--- src/hw/rtl/arp_pkg.sv ---
// Shared types, codes and decode helpers for the AArch64 relocation patcher.
`timescale 1ns / 1ps
package arp_pkg;

  // Relocation kinds (input tuser)
  localparam logic [3:0] OP_BRANCH26  = 4'd0;
  localparam logic [3:0] OP_ADR_PAGE  = 4'd1;
  localparam logic [3:0] OP_GOT_PAGE  = 4'd2;
  localparam logic [3:0] OP_ADD_LO12  = 4'd3;
  localparam logic [3:0] OP_LDST8     = 4'd4;
  localparam logic [3:0] OP_LDST16    = 4'd5;
  localparam logic [3:0] OP_LDST32    = 4'd6;
  localparam logic [3:0] OP_LDST64    = 4'd7;
  localparam logic [3:0] OP_LDST128   = 4'd8;
  localparam logic [3:0] OP_GOT_LO12  = 4'd9;
  localparam logic [3:0] OP_OTHER     = 4'd10;

  // Status codes (output tuser)
  localparam logic [3:0] ST_OK            = 4'd0;
  localparam logic [3:0] ST_NOT_BRANCH    = 4'd1;
  localparam logic [3:0] ST_BR_MISALIGN   = 4'd2;
  localparam logic [3:0] ST_BR_RANGE      = 4'd3;
  localparam logic [3:0] ST_NOT_ADRP      = 4'd4;
  localparam logic [3:0] ST_ADRP_RANGE    = 4'd5;
  localparam logic [3:0] ST_NOT_ADD       = 4'd6;
  localparam logic [3:0] ST_GOT_NOT_LDR   = 4'd7;
  localparam logic [3:0] ST_NOT_LDST      = 4'd8;
  localparam logic [3:0] ST_SCALE_MISMATCH = 4'd9;
  localparam logic [3:0] ST_LO12_MISALIGN = 4'd10;
  localparam logic [3:0] ST_UNSUPPORTED   = 4'd11;

  // Opcode class masks and matches
  localparam logic [31:0] ADRP_KEEP  = 32'h9F00001F;
  localparam logic [31:0] ADRP_MASK  = 32'h9F000000;
  localparam logic [31:0] ADRP_MATCH = 32'h90000000;
  localparam logic [31:0] ADD_MASK   = 32'h7FC00000;
  localparam logic [31:0] ADD_MATCH  = 32'h11000000;
  localparam logic [31:0] B_MASK     = 32'h7C000000;
  localparam logic [31:0] B_MATCH    = 32'h14000000;
  localparam logic [31:0] LDRX_MASK  = 32'hFFC00000;
  localparam logic [31:0] LDRX_MATCH = 32'hF9400000;
  localparam logic [31:0] LDST_MASK  = 32'h3B000000;
  localparam logic [31:0] LDST_MATCH = 32'h39000000;
  localparam logic [31:0] B_KEEP     = 32'hFC000000;

  localparam int PageW = 53;  // (addr >> 12) difference plus a sign bit

  // Stage-2 word: differences and class decode for one relocation
  typedef struct packed {
    logic [3:0]       op;
    logic [31:0]      inst;
    logic [11:0]      lo12;
    logic [63:0]      disp;      // value - place
    logic [PageW-1:0] page;      // (value>>12) - (place>>12), sign-extended
    logic             is_b;
    logic             is_adrp;
    logic             is_add;
    logic             is_ldrx;
    logic             is_ldst;
    logic [2:0]       have_scale;
  } calc_t;

  function automatic logic [2:0] kind_scale(input logic [3:0] op);
    logic [2:0] s;
    case (op)
      OP_LDST8:    s = 3'd0;
      OP_LDST16:   s = 3'd1;
      OP_LDST32:   s = 3'd2;
      OP_LDST64:   s = 3'd3;
      OP_LDST128:  s = 3'd4;
      OP_GOT_LO12: s = 3'd3;
      default:     s = 3'd0;
    endcase
    return s;
  endfunction

endpackage

--- src/hw/rtl/arp_calc.sv ---
// Stage 2: address differences and instruction class decode.
`timescale 1ns / 1ps
module arp_calc
  import arp_pkg::*;
(
  input  logic        clk,
  input  logic        rst,
  input  logic        in_valid,
  output logic        in_ready,
  input  logic [3:0]  in_op,
  input  logic [31:0] in_inst,
  input  logic [63:0] in_place,
  input  logic [63:0] in_value,
  output logic        out_valid,
  input  logic        out_ready,
  output calc_t       out_word
);

  calc_t calc_next;
  logic  valid;

  always_comb begin
    calc_next.op      = in_op;
    calc_next.inst    = in_inst;
    calc_next.lo12    = in_value[11:0];
    calc_next.disp    = in_value - in_place;
    calc_next.page    = {1'b0, in_value[63:12]} - {1'b0, in_place[63:12]};
    calc_next.is_b    = (in_inst & B_MASK) == B_MATCH;
    calc_next.is_adrp = (in_inst & ADRP_MASK) == ADRP_MATCH;
    calc_next.is_add  = (in_inst & ADD_MASK) == ADD_MATCH;
    calc_next.is_ldrx = (in_inst & LDRX_MASK) == LDRX_MATCH;
    calc_next.is_ldst = (in_inst & LDST_MASK) == LDST_MATCH;
    // SIMD with size 0 and opc[1] set is the 128-bit form
    if (in_inst[26] && (in_inst[31:30] == 2'd0) && in_inst[23]) begin
      calc_next.have_scale = 3'd4;
    end else begin
      calc_next.have_scale = {1'b0, in_inst[31:30]};
    end
  end

  assign in_ready  = !valid || out_ready;
  assign out_valid = valid;

  always_ff @(posedge clk) begin
    if (rst) begin
      valid <= 1'b0;
    end else if (in_ready) begin
      valid <= in_valid;
    end
  end

  always_ff @(posedge clk) begin
    if (in_ready && in_valid) begin
      out_word <= calc_next;
    end
  end

endmodule

--- src/hw/rtl/aarch64_reloc_patch_top.sv ---
// Top level of the AArch64 relocation patcher: input, decode and result stages.
`timescale 1ns / 1ps
// Patches one AArch64 relocation per word: B/BL 26-bit branch, ADRP page
// (plain and GOT), ADD lo12 and unsigned-offset load/store lo12 (8 to 128
// bits, plus GOT LDR Xt). Each word carries the kind in s_tuser and the
// instruction, place and target in s_tdata; the result word returns the
// patched instruction in m_tdata and a status code in m_tuser. Any nonzero
// status returns the instruction unchanged. The block has no state and no
// configuration. It takes one word per clock unless m_tready holds the
// stages full. A word passes three register stages in order: input
// capture, the 64-bit address subtracts with class decode, and the
// range/scale checks with field insertion into the output register.
// Each stage holds while the one after it is full and stalled, so s_tready
// stays high while any stage has room, even with a result waiting on m_tready.
module aarch64_reloc_patch_top
  import arp_pkg::*;
(
  input  logic         clk,
  input  logic         rst,
  input  logic         s_tvalid,
  output logic         s_tready,
  input  logic [159:0] s_tdata,   // inst[31:0], place[95:32], value[159:96]
  input  logic [3:0]   s_tuser,   // op[3:0]
  output logic         m_tvalid,
  input  logic         m_tready,
  output logic [31:0]  m_tdata,   // patched_inst[31:0]
  output logic [3:0]   m_tuser    // status[3:0]
);

  // ---- stage 1: input capture ----
  logic        v1;
  logic        rdy1;
  logic [3:0]  op1;
  logic [31:0] inst1;
  logic [63:0] place1;
  logic [63:0] value1;
  logic        rdy2;

  assign rdy1     = !v1 || rdy2;
  assign s_tready = rdy1;

  always_ff @(posedge clk) begin
    if (rst) begin
      v1 <= 1'b0;
    end else if (rdy1) begin
      v1 <= s_tvalid;
    end
  end

  always_ff @(posedge clk) begin
    if (rdy1 && s_tvalid) begin
      op1    <= s_tuser;
      inst1  <= s_tdata[31:0];
      place1 <= s_tdata[95:32];
      value1 <= s_tdata[159:96];
    end
  end

  // ---- stage 2: subtracts and decode ----
  logic  v2;
  logic  rdy3;
  calc_t c2;

  arp_calc u_calc (
    .clk       (clk),
    .rst       (rst),
    .in_valid  (v1),
    .in_ready  (rdy2),
    .in_op     (op1),
    .in_inst   (inst1),
    .in_place  (place1),
    .in_value  (value1),
    .out_valid (v2),
    .out_ready (rdy3),
    .out_word  (c2)
  );

  // ---- stage 3: checks and field insertion ----
  logic [31:0] word_next;
  logic [3:0]  status_next;
  logic [2:0]  want;
  logic [11:0] lo_shift;
  logic        lo_misalign;
  logic        br_in_range;
  logic        pg_in_range;
  logic        v3;
  logic [3:0]  op3;

  assign want = kind_scale(c2.op);
  // branch reach is +/-128 MiB: bits 63:27 must all match the sign
  assign br_in_range = (&c2.disp[63:27]) || !(|c2.disp[63:27]);
  // page reach is +/-4 GiB: bits above 19 must all match the sign
  assign pg_in_range = (&c2.page[PageW-1:20]) || !(|c2.page[PageW-1:20]);

  always_comb begin
    case (want)
      3'd0: begin
        lo_misalign = 1'b0;
        lo_shift    = c2.lo12;
      end
      3'd1: begin
        lo_misalign = c2.lo12[0];
        lo_shift    = {1'b0, c2.lo12[11:1]};
      end
      3'd2: begin
        lo_misalign = |c2.lo12[1:0];
        lo_shift    = {2'b0, c2.lo12[11:2]};
      end
      3'd3: begin
        lo_misalign = |c2.lo12[2:0];
        lo_shift    = {3'b0, c2.lo12[11:3]};
      end
      3'd4: begin
        lo_misalign = |c2.lo12[3:0];
        lo_shift    = {4'b0, c2.lo12[11:4]};
      end
      default: begin
        lo_misalign = 1'b0;
        lo_shift    = c2.lo12;
      end
    endcase
  end

  always_comb begin
    word_next   = c2.inst;
    status_next = ST_OK;
    case (c2.op)
      OP_BRANCH26: begin
        if (!c2.is_b) begin
          status_next = ST_NOT_BRANCH;
        end else if (|c2.disp[1:0]) begin
          status_next = ST_BR_MISALIGN;
        end else if (!br_in_range) begin
          status_next = ST_BR_RANGE;
        end else begin
          word_next = (c2.inst & B_KEEP) | {6'b0, c2.disp[27:2]};
        end
      end
      OP_ADR_PAGE, OP_GOT_PAGE: begin
        if (!c2.is_adrp) begin
          status_next = ST_NOT_ADRP;
        end else if (!pg_in_range) begin
          status_next = ST_ADRP_RANGE;
        end else begin
          // immlo to bits 30:29, immhi to bits 23:5
          word_next = (c2.inst & ADRP_KEEP)
                    | {1'b0, c2.page[1:0], 5'b0, c2.page[20:2], 5'b0};
        end
      end
      OP_ADD_LO12: begin
        if (!c2.is_add) begin
          status_next = ST_NOT_ADD;
        end else begin
          word_next = {c2.inst[31:22], c2.lo12, c2.inst[9:0]};
        end
      end
      OP_LDST8, OP_LDST16, OP_LDST32, OP_LDST64, OP_LDST128, OP_GOT_LO12: begin
        if ((c2.op == OP_GOT_LO12) && !c2.is_ldrx) begin
          status_next = ST_GOT_NOT_LDR;
        end else if (!c2.is_ldst) begin
          status_next = ST_NOT_LDST;
        end else if (c2.have_scale != want) begin
          status_next = ST_SCALE_MISMATCH;
        end else if (lo_misalign) begin
          status_next = ST_LO12_MISALIGN;
        end else begin
          word_next = {c2.inst[31:22], lo_shift, c2.inst[9:0]};
        end
      end
      default: begin
        status_next = ST_UNSUPPORTED;
      end
    endcase
  end

  assign rdy3 = !v3 || m_tready;

  always_ff @(posedge clk) begin
    if (rst) begin
      v3 <= 1'b0;
    end else if (rdy3) begin
      v3 <= v2;
    end
  end

  always_ff @(posedge clk) begin
    if (rdy3 && v2) begin
      m_tdata <= word_next;
      m_tuser <= status_next;
      op3     <= c2.op;
    end
  end

  assign m_tvalid = v3;

  // ---- checks ----
  // an empty output stage means every stage upstream can take a word
  a_ready_when_drained: assert property (@(posedge clk) disable iff (rst)
    !m_tvalid |-> s_tready)
    else $error("input stalled with an empty output stage");

  // supported kinds never report the unsupported code
  a_supported_kind: assert property (@(posedge clk) disable iff (rst)
    m_tvalid && (op3 <= OP_GOT_LO12) |-> m_tuser != ST_UNSUPPORTED)
    else $error("supported kind reported as unsupported");

  // ADD lo12 can only pass or fail the class check
  a_add_status: assert property (@(posedge clk) disable iff (rst)
    m_tvalid && (op3 == OP_ADD_LO12) |-> (m_tuser == ST_OK) || (m_tuser == ST_NOT_ADD))
    else $error("bad status for ADD lo12");

  // a word in stage 2 reaches the output once the output stage frees up
  a_stage_advance: assert property (@(posedge clk) disable iff (rst)
    v2 && (!m_tvalid || m_tready) |=> m_tvalid)
    else $error("stage 2 word not advanced");

endmodule

--- config.mk ---
export PLATFORM = sky130hd
export DESIGN_NAME = aarch64_reloc_patch_top
export DESIGN_NICKNAME = d
export VERILOG_FILES = /design/src/hw/rtl/arp_pkg.sv /design/src/hw/rtl/arp_calc.sv /design/src/hw/rtl/aarch64_reloc_patch_top.sv
export SDC_FILE = /design/constraint.sdc
export NUM_CORES = 1
export LEC_CHECK = 0
export BUFFER_PORTS_ARGS = -buffer_cell sky130_fd_sc_hd__buf_2
export CORE_ASPECT_RATIO = 2
export CORE_MARGIN = 5
export CORE_UTILIZATION = 65
export CTS_BUF_LIST = sky130_fd_sc_hd__clkbuf_8
export CTS_CLUSTER_SIZE = 16
export DETAILED_ROUTE_END_ITERATION = 8
export GPL_TIMING_DRIVEN = 0
export PLACE_DENSITY = 0.87
export SYNTH_ARGS = -nofsm -noshare
export SYNTH_HDL_FRONTEND = slang
export SYNTH_HIERARCHICAL = 1
export SYNTH_SLANG_ARGS = --single-unit
--- constraint.sdc ---
create_clock -name clk -period 16.1 [get_ports clk]
set_clock_uncertainty 0.15 [all_clocks]
set_input_delay 0.805 -clock clk [delete_from_list [all_inputs] [get_ports clk]]
set_output_delay 0.805 -clock clk [all_outputs]
set_load 0.01 [all_outputs]
==> After elaboration in Yosys (flattened, before gate mapping) <==
Cells that the tools add are included.
Widths: inputs -> output; s select.
{ "op_classes": {"n_eq_ne": 19, "add_sub_neg": 2, "mux": 26, "bitwise": 2, "reduce_logical": 30} }
{ "ops": {"columns": ["cell", "n"], "rows": [
  ["$mux 32", 5],
  ["$pmux 32 s4", 1],
  ["$mux 22", 5],
  ["$sub 64x64->64", 1],
  ["$sub 52x52->53", 1],
  ["$pmux 12 s4", 1],
  ["$reduce_and 37->1", 1],
  ["$reduce_or 37->1", 1],
  ["$reduce_and 33->1", 1],
  ["$reduce_or 33->1", 1],
  ["$or 32x26->32", 1],
  ["$or 32x31->32", 1],
  ["$eq 4x3->1 const B", 4],
  ["$mux 4", 4],
  ["$pmux 4 s4", 1],
  ["$mux 3", 4],
  ["$pmux 3 s4", 1],
  ["$eq 10x10->1 const B", 1],
  ["$eq 9x7->1 const B", 1],
  ["$eq 4x2->1 const B", 2],
  ["$eq 4x4->1 const B", 2],
  ["$reduce_or 2->1", 4],
  ["$eq 3x2->1 const B", 2],
  ["$eq 6x6->1 const B", 1],
  ["other kinds (16)", 32]
]} }
{ "word_totals": {"wordCells": 100, "ff_bits": 376, "output_inout_bits": 38, "input_bits": 168} }

==> Longest topological paths before layout <==
Gate-level depths: netlist of run 1.
{ "depth": {"ltp_word": 10, "ltp_mapped": 11, "depth_no_buf": 11} }

==> Hierarchy <==
The synthesis of run 1 kept the hierarchy.
{ "by_module_without_submodules": {"columns": ["mod", "cells_per_inst", "instances", "seq_area_each_um2", "area_each_um2"], "rows": [
  ["arp_calc", 1075, 1, 5215.0, 10938.0],
  ["aarch64_reloc_patch_top", 510, 1, 6045.8, 8003.9]
]} }

==> Worst setup path before layout of run 1 <==
OpenSTA, ideal clock, no wires.
{ "synth_timing": {"kind": "input port to flip-flop", "start": "in m_tready", "end": "reg inst1[0] (enable)", "setup_ns": 0.544, "required_ns": 15.406, "slack_ns": 10.390, "path_buffers": 0, "stages": 4, "t_arrival_ns": 5.015, "cell_sequence": "nand2b_1 > nand2b_1 > nand2b_1 > and2_1"} }
{ "synth_via": {"elab_chain_len": 4} }
{ "synth_rtl": {"columns": ["element", "line_no", "source"], "rows": [
  ["start, declared", "aarch64_reloc_patch_top.sv:25", "input logic m_tready,"],
  ["$logic_or 1x1->1", "aarch64_reloc_patch_top.sv:176", "assign rdy3 = !v3 || m_tready;"],
  ["$logic_or 1x1->1", "arp_calc.sv:41", "assign in_ready = !valid || out_ready;"],
  ["via rdy2", "aarch64_reloc_patch_top.sv:37", "logic rdy2;"],
  ["$logic_or 1x1->1", "aarch64_reloc_patch_top.sv:39", "assign rdy1 = !v1 || rdy2;"],
  ["via s_tready", "aarch64_reloc_patch_top.sv:21", "output logic s_tready,"],
  ["$logic_and 1x1->1", "aarch64_reloc_patch_top.sv:51", "if (rdy1 && s_tvalid) begin"],
  ["end signal, assigned", "aarch64_reloc_patch_top.sv:53", "inst1 <= s_tdata[31:0];"],
  ["end, declared", "aarch64_reloc_patch_top.sv:34", "logic [31:0] inst1;"]
]} }
The timed path passes the listed nets, and every way through them passes these cells.
A chain may end at the register's enable or synchronous reset.

==> impl_metrics.json, run 1 <==
{
  "status": "complete, no violations",
  "powerDensity_nw_per_um2": 106,
  "period_share_pct": 23.1,
  "rsz0062_at_grt": "false",
  "h-tree-depth": 2,
  "crit_type": "flip-flop to flip-flop",
  "hold_slack_ns": 0.195,
  "die_area_um2": 32900,
  "final_cell_area_um2": 21400,
  "antenna_found_initial": 2,
  "finalWirelength_mm": 60.5,
  "postSynthAreaPerCell_um2": 12.0,
  "endpoint": "u_calc/out_word[28]",
  "clk_pin_slew_worst_paths_ns": 0.07,
  "start_util_pct": 65.7,
  "dr.pass1.iters": 6,
  "clk_latency_ns": 0.63,
  "ioPinCount": 206,
  "finalSetupTns_ns": 0,
  "yosysTopAreaCell": "edfxtp_1",
  "synth_edf_count": 373,
  "setup_viol": 0,
  "drv_cap": 0,
  "core_area_um2": 28800,
  "dp_hpwl_mm": 46.9,
  "synth_cells": 1585,
  "peakVddDrop_mv": 0.0750,
  "grt_pass1_vias": 15200,
  "synth-seq-area-share_pct": 59.4,
  "synthDistinctLibCells": 93,
  "grt_overflow": 0,
  "final_nets": 2080,
  "cts_setup_buffers": 0,
  "r2r_end": "u_calc/out_word[28]",
  "drive_gt1_share_pct": 20.6,
  "synth_top_cell_area_share_pct": 59.1,
  "cts_buffers": 49,
  "synth_flop_cell": "edfxtp_1",
  "startpoint": "value1[12]",
  "dieWidth_um": 131,
  "final_cell_count_no_fill": 2242,
  "tritoncts": "built",
  "synth_area_um2": 18900,
  "cts_resized": 0,
  "drc": 0,
  "cellLeakagePower_nw": 8.06,
  "max_freq_ghz": 0.269,
  "async_flop_share_pct": 0,
  "switching_share_pct": 28.9,
  "ys_ff_latch": 376,
  "required_ns": 16.25,
  "dpl_cell_area_um2": 20500,
  "tightest_slew_ns": 1.42,
  "power_switching_mw": 0.655,
  "cts_sinks": 376,
  "p_seq_share_pct": 52.6,
  "slew_viol_final": 0,
  "fillers": 1873,
  "cts_hold_buf": 0,
  "dp_slack_ns": 12.59,
  "clock_path_buffers": 3,
  "wl_per_cell_um": 27.0,
  "hp-class": "input pin to flip-flop",
  "end_kind": "flip-flop",
  "ant_nets": 0,
  "vias": 14800,
  "p_clk_share_pct": 30.0,
  "syn_to_final_growth_pct": 13.2,
  "worstPathMaxFanout": 5,
  "synth_most_common_cell": "edfxtp_1",
  "power.share.combinational_pct": 17.3,
  "grt_pass1_wl_mm": 87.9,
  "fin_ws_ns": 12.38,
  "routabilityCongestion": 1.04,
  "dp.cells": 2154,
  "via_per_inst": 6.58,
  "total_power_mw": 2.27,
  "period_minus_slack_ns": 3.72,
  "worstRegToRegCells": 10,
  "drtIter0Drc": 1685,
  "ys_top_cells_by_area": "edfxtp_1 59%, ha_1 4.3%, a21oi_1 3.2%, xnor2_1 2.8%, nand2_1 2.6%",
  "timing.rr.start": "value1[12]",
  "internal-power_mw": 1.61,
  "grt_max_degree": 82,
  "syn-num-nets": 1820,
  "fin_util_pct": 74.4,
  "synth.yosys.warnings": 6,
  "max-slew-margin-rel_pct": 5.44,
  "grt_use_total_pct": 36.7,
  "synth_common_cells": "373 x edfxtp_1, 133 x nand2_1, 121 x a21oi_1, 94 x o21ai_0, 91 x nor2_1",
  "cp.arrival_ns": 3.87,
  "die_y_um": 251,
  "cp-start-kind": "flip-flop",
  "port-buffer-count": 205,
  "rows": 88,
  "hold_viol_final": 0,
  "r2r_slack_ns": 12.38,
  "cts-root-buf": "clkbuf_8"
}
-- layer usage --
layer / vias to the layer above / wire (um) / GRT usage [%]
met4: 2 / 6780 / 32.4
met1: 6948 / 17500 / 34.6
li1: 6486 / - / -
met3: 343 / 3910 / 5.08
met5: - / 7 / 0
met2: 984 / 32300 / 66.2
-- power groups by stage --
stage	combinational (mW)	clock, mW	sequential (mW)
global route	0.414	0.734	1.20
CTS	0.380	0.689	1.19
detailed placement	0.378	0	1.21
global placement	0.363	0	1.22
floorplan	0.235	0	1.21
finish	0.393	0.681	1.19
-- area by class of cell --
class / instances / area [um2] / share of cell area (%)
multi-input combinational: 1047 / 6980 / 32.5
timing repair buffer: 209 / 1140 / 5.30
tap: 360 / 450 / 2.10
clock buffer: 49 / 674 / 3.14
clock inverter: 38 / 238 / 1.11
antenna: 1 / 2.50 / 0.0117
sequential: 376 / 11300 / 52.5
inverter: 89 / 334 / 1.56
buffer: 73 / 373 / 1.74
-- layout by cell type (no fill, tap or decap), types with 9 or more instances in the layout --
master      n
a21o_1     17
a21oi_1   121
xor2_1     51
nor4_1     28
o21ai_1    28
nand4_1    52
a22oi_1    11
nor2b_1     9
a31oi_1     9
a222oi_1   11
o211ai_1   12
edfxtp_1  373
xnor2_1    61
clkbuf_8   49
clkbuf_1   22
o21ai_0    94
o21bai_1   14
nand2_1   133
o221ai_1    9
nand2b_1   23
or3_1       9
o21a_1     16
ha_1       65
nor3_1     20
buf_2     244
inv_1      94
clkinv_2   13
nand3_1    22
nor2_1     91
o21ai_2     9
clkinv_1   12
-- worst max-delay path, cell delays in order, from the launching register on --
cell	delay (ns)
edfxtp_1	0.41
inv_1	0.06
ha_1	0.28
fa_1	0.53
nor2b_1	0.17
o21ai_0	0.09
nand2b_1	0.15
a21oi_2	0.13
o311ai_4	0.62
a21boi_2	0.15
xnor2_1	0.66
-- logic make-up (layout without fill, tap and decap cells) --
kind of cell	after synthesis	count (layout)	synth area share [%]
DFF	376	376	59.4
and+or+nand+nor	433	433	11.5
AOI/OAI and AO/OA	423	423	14.8
xor gates and xnor gates	112	112	5.18
other	0	1	0
adders and majority gates	67	67	4.50
buffers and inverters	162	458	3.73
muxes	12	12	0.832
-- how the worst min path moves through the flow --
stage                    start                   end  slack, ns  cells past startpoint
floorplan             inst1[0]  u_calc/out_word[137]       0.25                      0
global placement        op1[0]  u_calc/out_word[169]       0.25                      0
detailed placement   inst1[13]  u_calc/out_word[150]       0.25                      0
CTS                 s_tdata[9]              inst1[9]       0.17                      1
global route        s_tdata[9]              inst1[9]       0.18                      1
finish              s_tdata[9]              inst1[9]       0.19                      1
-- registers in the layout (all words and copies together) (netlist names) --
register / cells
m_tuser: 4
u_calc/out_word: 173
u_calc/out_valid: 1
op1: 4
m_tdata: 32
place1: 64
m_tvalid: 1
value1: 64
inst1: 32
v1: 1
(Power assumes the default switching activity.)
==> run 2, diff against run 1 <==
--- a/config.mk
+++ b/config.mk
@@ -8,12 +8,12 @@
 export BUFFER_PORTS_ARGS = -buffer_cell sky130_fd_sc_hd__buf_2
 export CORE_ASPECT_RATIO = 2
 export CORE_MARGIN = 5
-export CORE_UTILIZATION = 65
+export CORE_UTILIZATION = 55
 export CTS_BUF_LIST = sky130_fd_sc_hd__clkbuf_8
 export CTS_CLUSTER_SIZE = 16
 export DETAILED_ROUTE_END_ITERATION = 8
 export GPL_TIMING_DRIVEN = 0
-export PLACE_DENSITY = 0.87
+export PLACE_DENSITY = 0.78
 export SYNTH_ARGS = -nofsm -noshare
 export SYNTH_HDL_FRONTEND = slang
 export SYNTH_HIERARCHICAL = 1
==> constraint.sdc (replaced) <==
create_clock -name clk -period 3.4 [get_ports clk]
set_clock_uncertainty 0.15 [all_clocks]
set_input_delay 0.17 -clock clk [delete_from_list [all_inputs] [get_ports clk]]
set_output_delay 0.17 -clock clk [all_outputs]
set_load 0.01 [all_outputs]
==> impl_metrics.json, run 2 (same netlist as run 1, synthesis figures left out) <==
{
  "crit_buf_inv": 1,
  "mostFrequentLayoutCell": "edfxtp_1",
  "rows": 96,
  "cellLeakagePower_nw": 8.92,
  "clk_latency_ns": 0.63,
  "wl_per_cell_um": 25.1,
  "powerDensity_nw_per_um2": 479,
  "violations": "negative setup slack",
  "ioPinCount": 206,
  "tightest_slew_ns": 1.10,
  "core_area_um2": 34200,
  "drc": 0,
  "drtIter0Drc": 1122,
  "via_per_inst": 5.93,
  "dp.cells": 2236,
  "grt_pass1_vias": 15700,
  "h-tree-depth": 2,
  "final_cell_count_no_fill": 2508,
  "ant_nets": 0,
  "cts_buffers": 52,
  "worstPathMaxFanout": 8,
  "cp_cell_sequence": "ha_1, buf_2, a21oi_1, o21a_1, nor3_1, nor2_1, o21ai_0, a31oi_2, o21ai_1, xnor2_1",
  "grt_max_degree": 78,
  "vias": 14900,
  "clk_pin_slew_worst_paths_ns": 0.07,
  "start_util_pct": 55.3,
  "end_kind": "flip-flop",
  "critPathSlowestCell": "nor2_1",
  "finalWirelength_mm": 63.0,
  "dr.pass1.iters": 7,
  "tritoncts": "built",
  "grt_use_total_pct": 32.3,
  "hold_slack_ns": 0.102,
  "final_cell_mix": "373 x edfxtp_1, 244 x buf_2, 168 x dlygate4sd3_1",
  "drv_cap": 0,
  "max-slew-margin-rel_pct": 26.2,
  "cp_slowest_stage_delay_ns": 0.55,
  "cts_sinks": 376,
  "cp-start-kind": "flip-flop",
  "period_minus_slack_ns": 3.47,
  "cp_top_family": "compound AO/OA/AOI/OAI gates",
  "peakVddDrop_mv": 0.441,
  "period_share_pct": 102,
  "fin_util_pct": 68.7,
  "final_cell_area_um2": 23500,
  "drive_gt1_share_pct": 19.5,
  "cts-root-buf": "clkbuf_8",
  "clock_path_buffers": 3,
  "top_regs": "u_calc/out_word: 173 flops, place1: 64 flops, value1: 64 flops",
  "grt_pass1_wl_mm": 91.7,
  "fin_ws_ns": -0.0660,
  "required_ns": 3.62,
  "setup_viol": 3,
  "hold_viol_final": 0,
  "antenna_found_initial": 1,
  "dieWidth_um": 141,
  "regArea_um2": 11300,
  "largest_register_ffs": 173,
  "die_area_um2": 38500,
  "multi_input_area_um2": 7060,
  "syn_to_final_growth_pct": 24.2,
  "rsz0062_at_grt": "true",
  "port-buffer-count": 205,
  "hp-class": "input pin to flip-flop",
  "slew_viol_final": 0,
  "fillers": 2437,
  "grt_overflow": 0,
  "max_freq_ghz": 0.289,
  "regMostFlops": "u_calc/out_word",
  "dp_hpwl_mm": 47.6,
  "total_power_mw": 11.3,
  "die_y_um": 272,
  "crit_type": "flip-flop to flip-flop",
  "dpl_cell_area_um2": 20700,
  "status": "complete, but fails checks",
  "final_nets": 2258,
  "cp.arrival_ns": 3.68,
  "routabilityCongestion": 0.999
}
-- run 2: cell count changes in the layout (fill, tap and decap cells not counted), moves of 2 or more --
cell	delta
dlygate4sd3_1	+168
inv_1	+11
clkinv_2	-7
a21oi_1	-4
a21oi_2	+4
buf_4	+4
clkbuf_8	+4
buf_12	+3
bufinv_16	+2
clkinvlp_4	-2
o21ai_0	-2
o21ai_1	+2
o21ai_2	-2
o21ai_4	+2
-- run 2: final cells by class --
| cell class | count | area share, % |
|---|---|---|
| well taps | 441 | 2.34 |
| clock inverters | 44 | 1.31 |
| inverters | 89 | 1.42 |
| repair buffers | 384 | 12.4 |
| clock buffers | 53 | 3.10 |
| diodes | 1 | 0.0106 |
| plain buffers | 73 | 1.58 |
| multi-input cells | 1047 | 30.0 |
| flip-flops and latches | 376 | 47.9 |
-- run 2: per-stage QoR --
stage	worst slack, ns	TNS [ns]
after floorplan	0.0266	0
after global placement	-0.700	-205.46
after detailed placement	-0.193	-0.827
after CTS	0.00312	0
after global routing	-0.0150	-0.0150
final	-0.0660	-0.110
-- run 2: worst register-to-register path: stages, from the launching register on --
cell and delay [ns]:
edfxtp_1 0.37, ha_1 0.27, buf_2 0.20, a21oi_1 0.29, o21a_1 0.22, nor3_1 0.06, nor2_1 0.55, o21ai_0 0.25
a31oi_2 0.50, o21ai_1 0.20, xnor2_1 0.16
-- run 2: path summary, 6_finish.rpt --
path,from,endpoint,slack (ns),cells after the start
worst max-delay path,value1[41],u_calc/out_word[117],-0.07,10
worst min-delay path,s_tdata[138],value1[42],0.10,2
worst max register to register,value1[41],u_calc/out_word[117],-0.07,10
worst min register to register,inst1[0],u_calc/out_word[137],0.27,0
-- run 2: timing repair --
item / 4_1_cts / 5_1_grt
pin swaps: 1 / 3
hold buffers: 168 / 0
endpoints found under the setup margin: 16 / 18
resized for setup: 7 / 9
setup buffers: 2 / 4
hold endpoints to repair: 180 / 0
-- run 2: layer usage --
metal / part of all wire [%] / vias to the layer above / GRT usage [%] / routed length (um)
li1: - / 6858 / - / -
met1: 30 / 7118 / 28.9 / 19000
met2: 56 / 672 / 62.3 / 34900
met3: 4.3 / 217 / 3.55 / 2720
met4: 10 / 0 / 26.9 / 6290
met5: 0 / - / 0 / 0
-- run 2: report_power, final --
group | switching, mW | total (mW) | internal, mW
logic | 1.27 | 2.04 | 0.765
registers | 0.149 | 5.65 | 5.50
clock network | 1.80 | 3.58 | 1.78
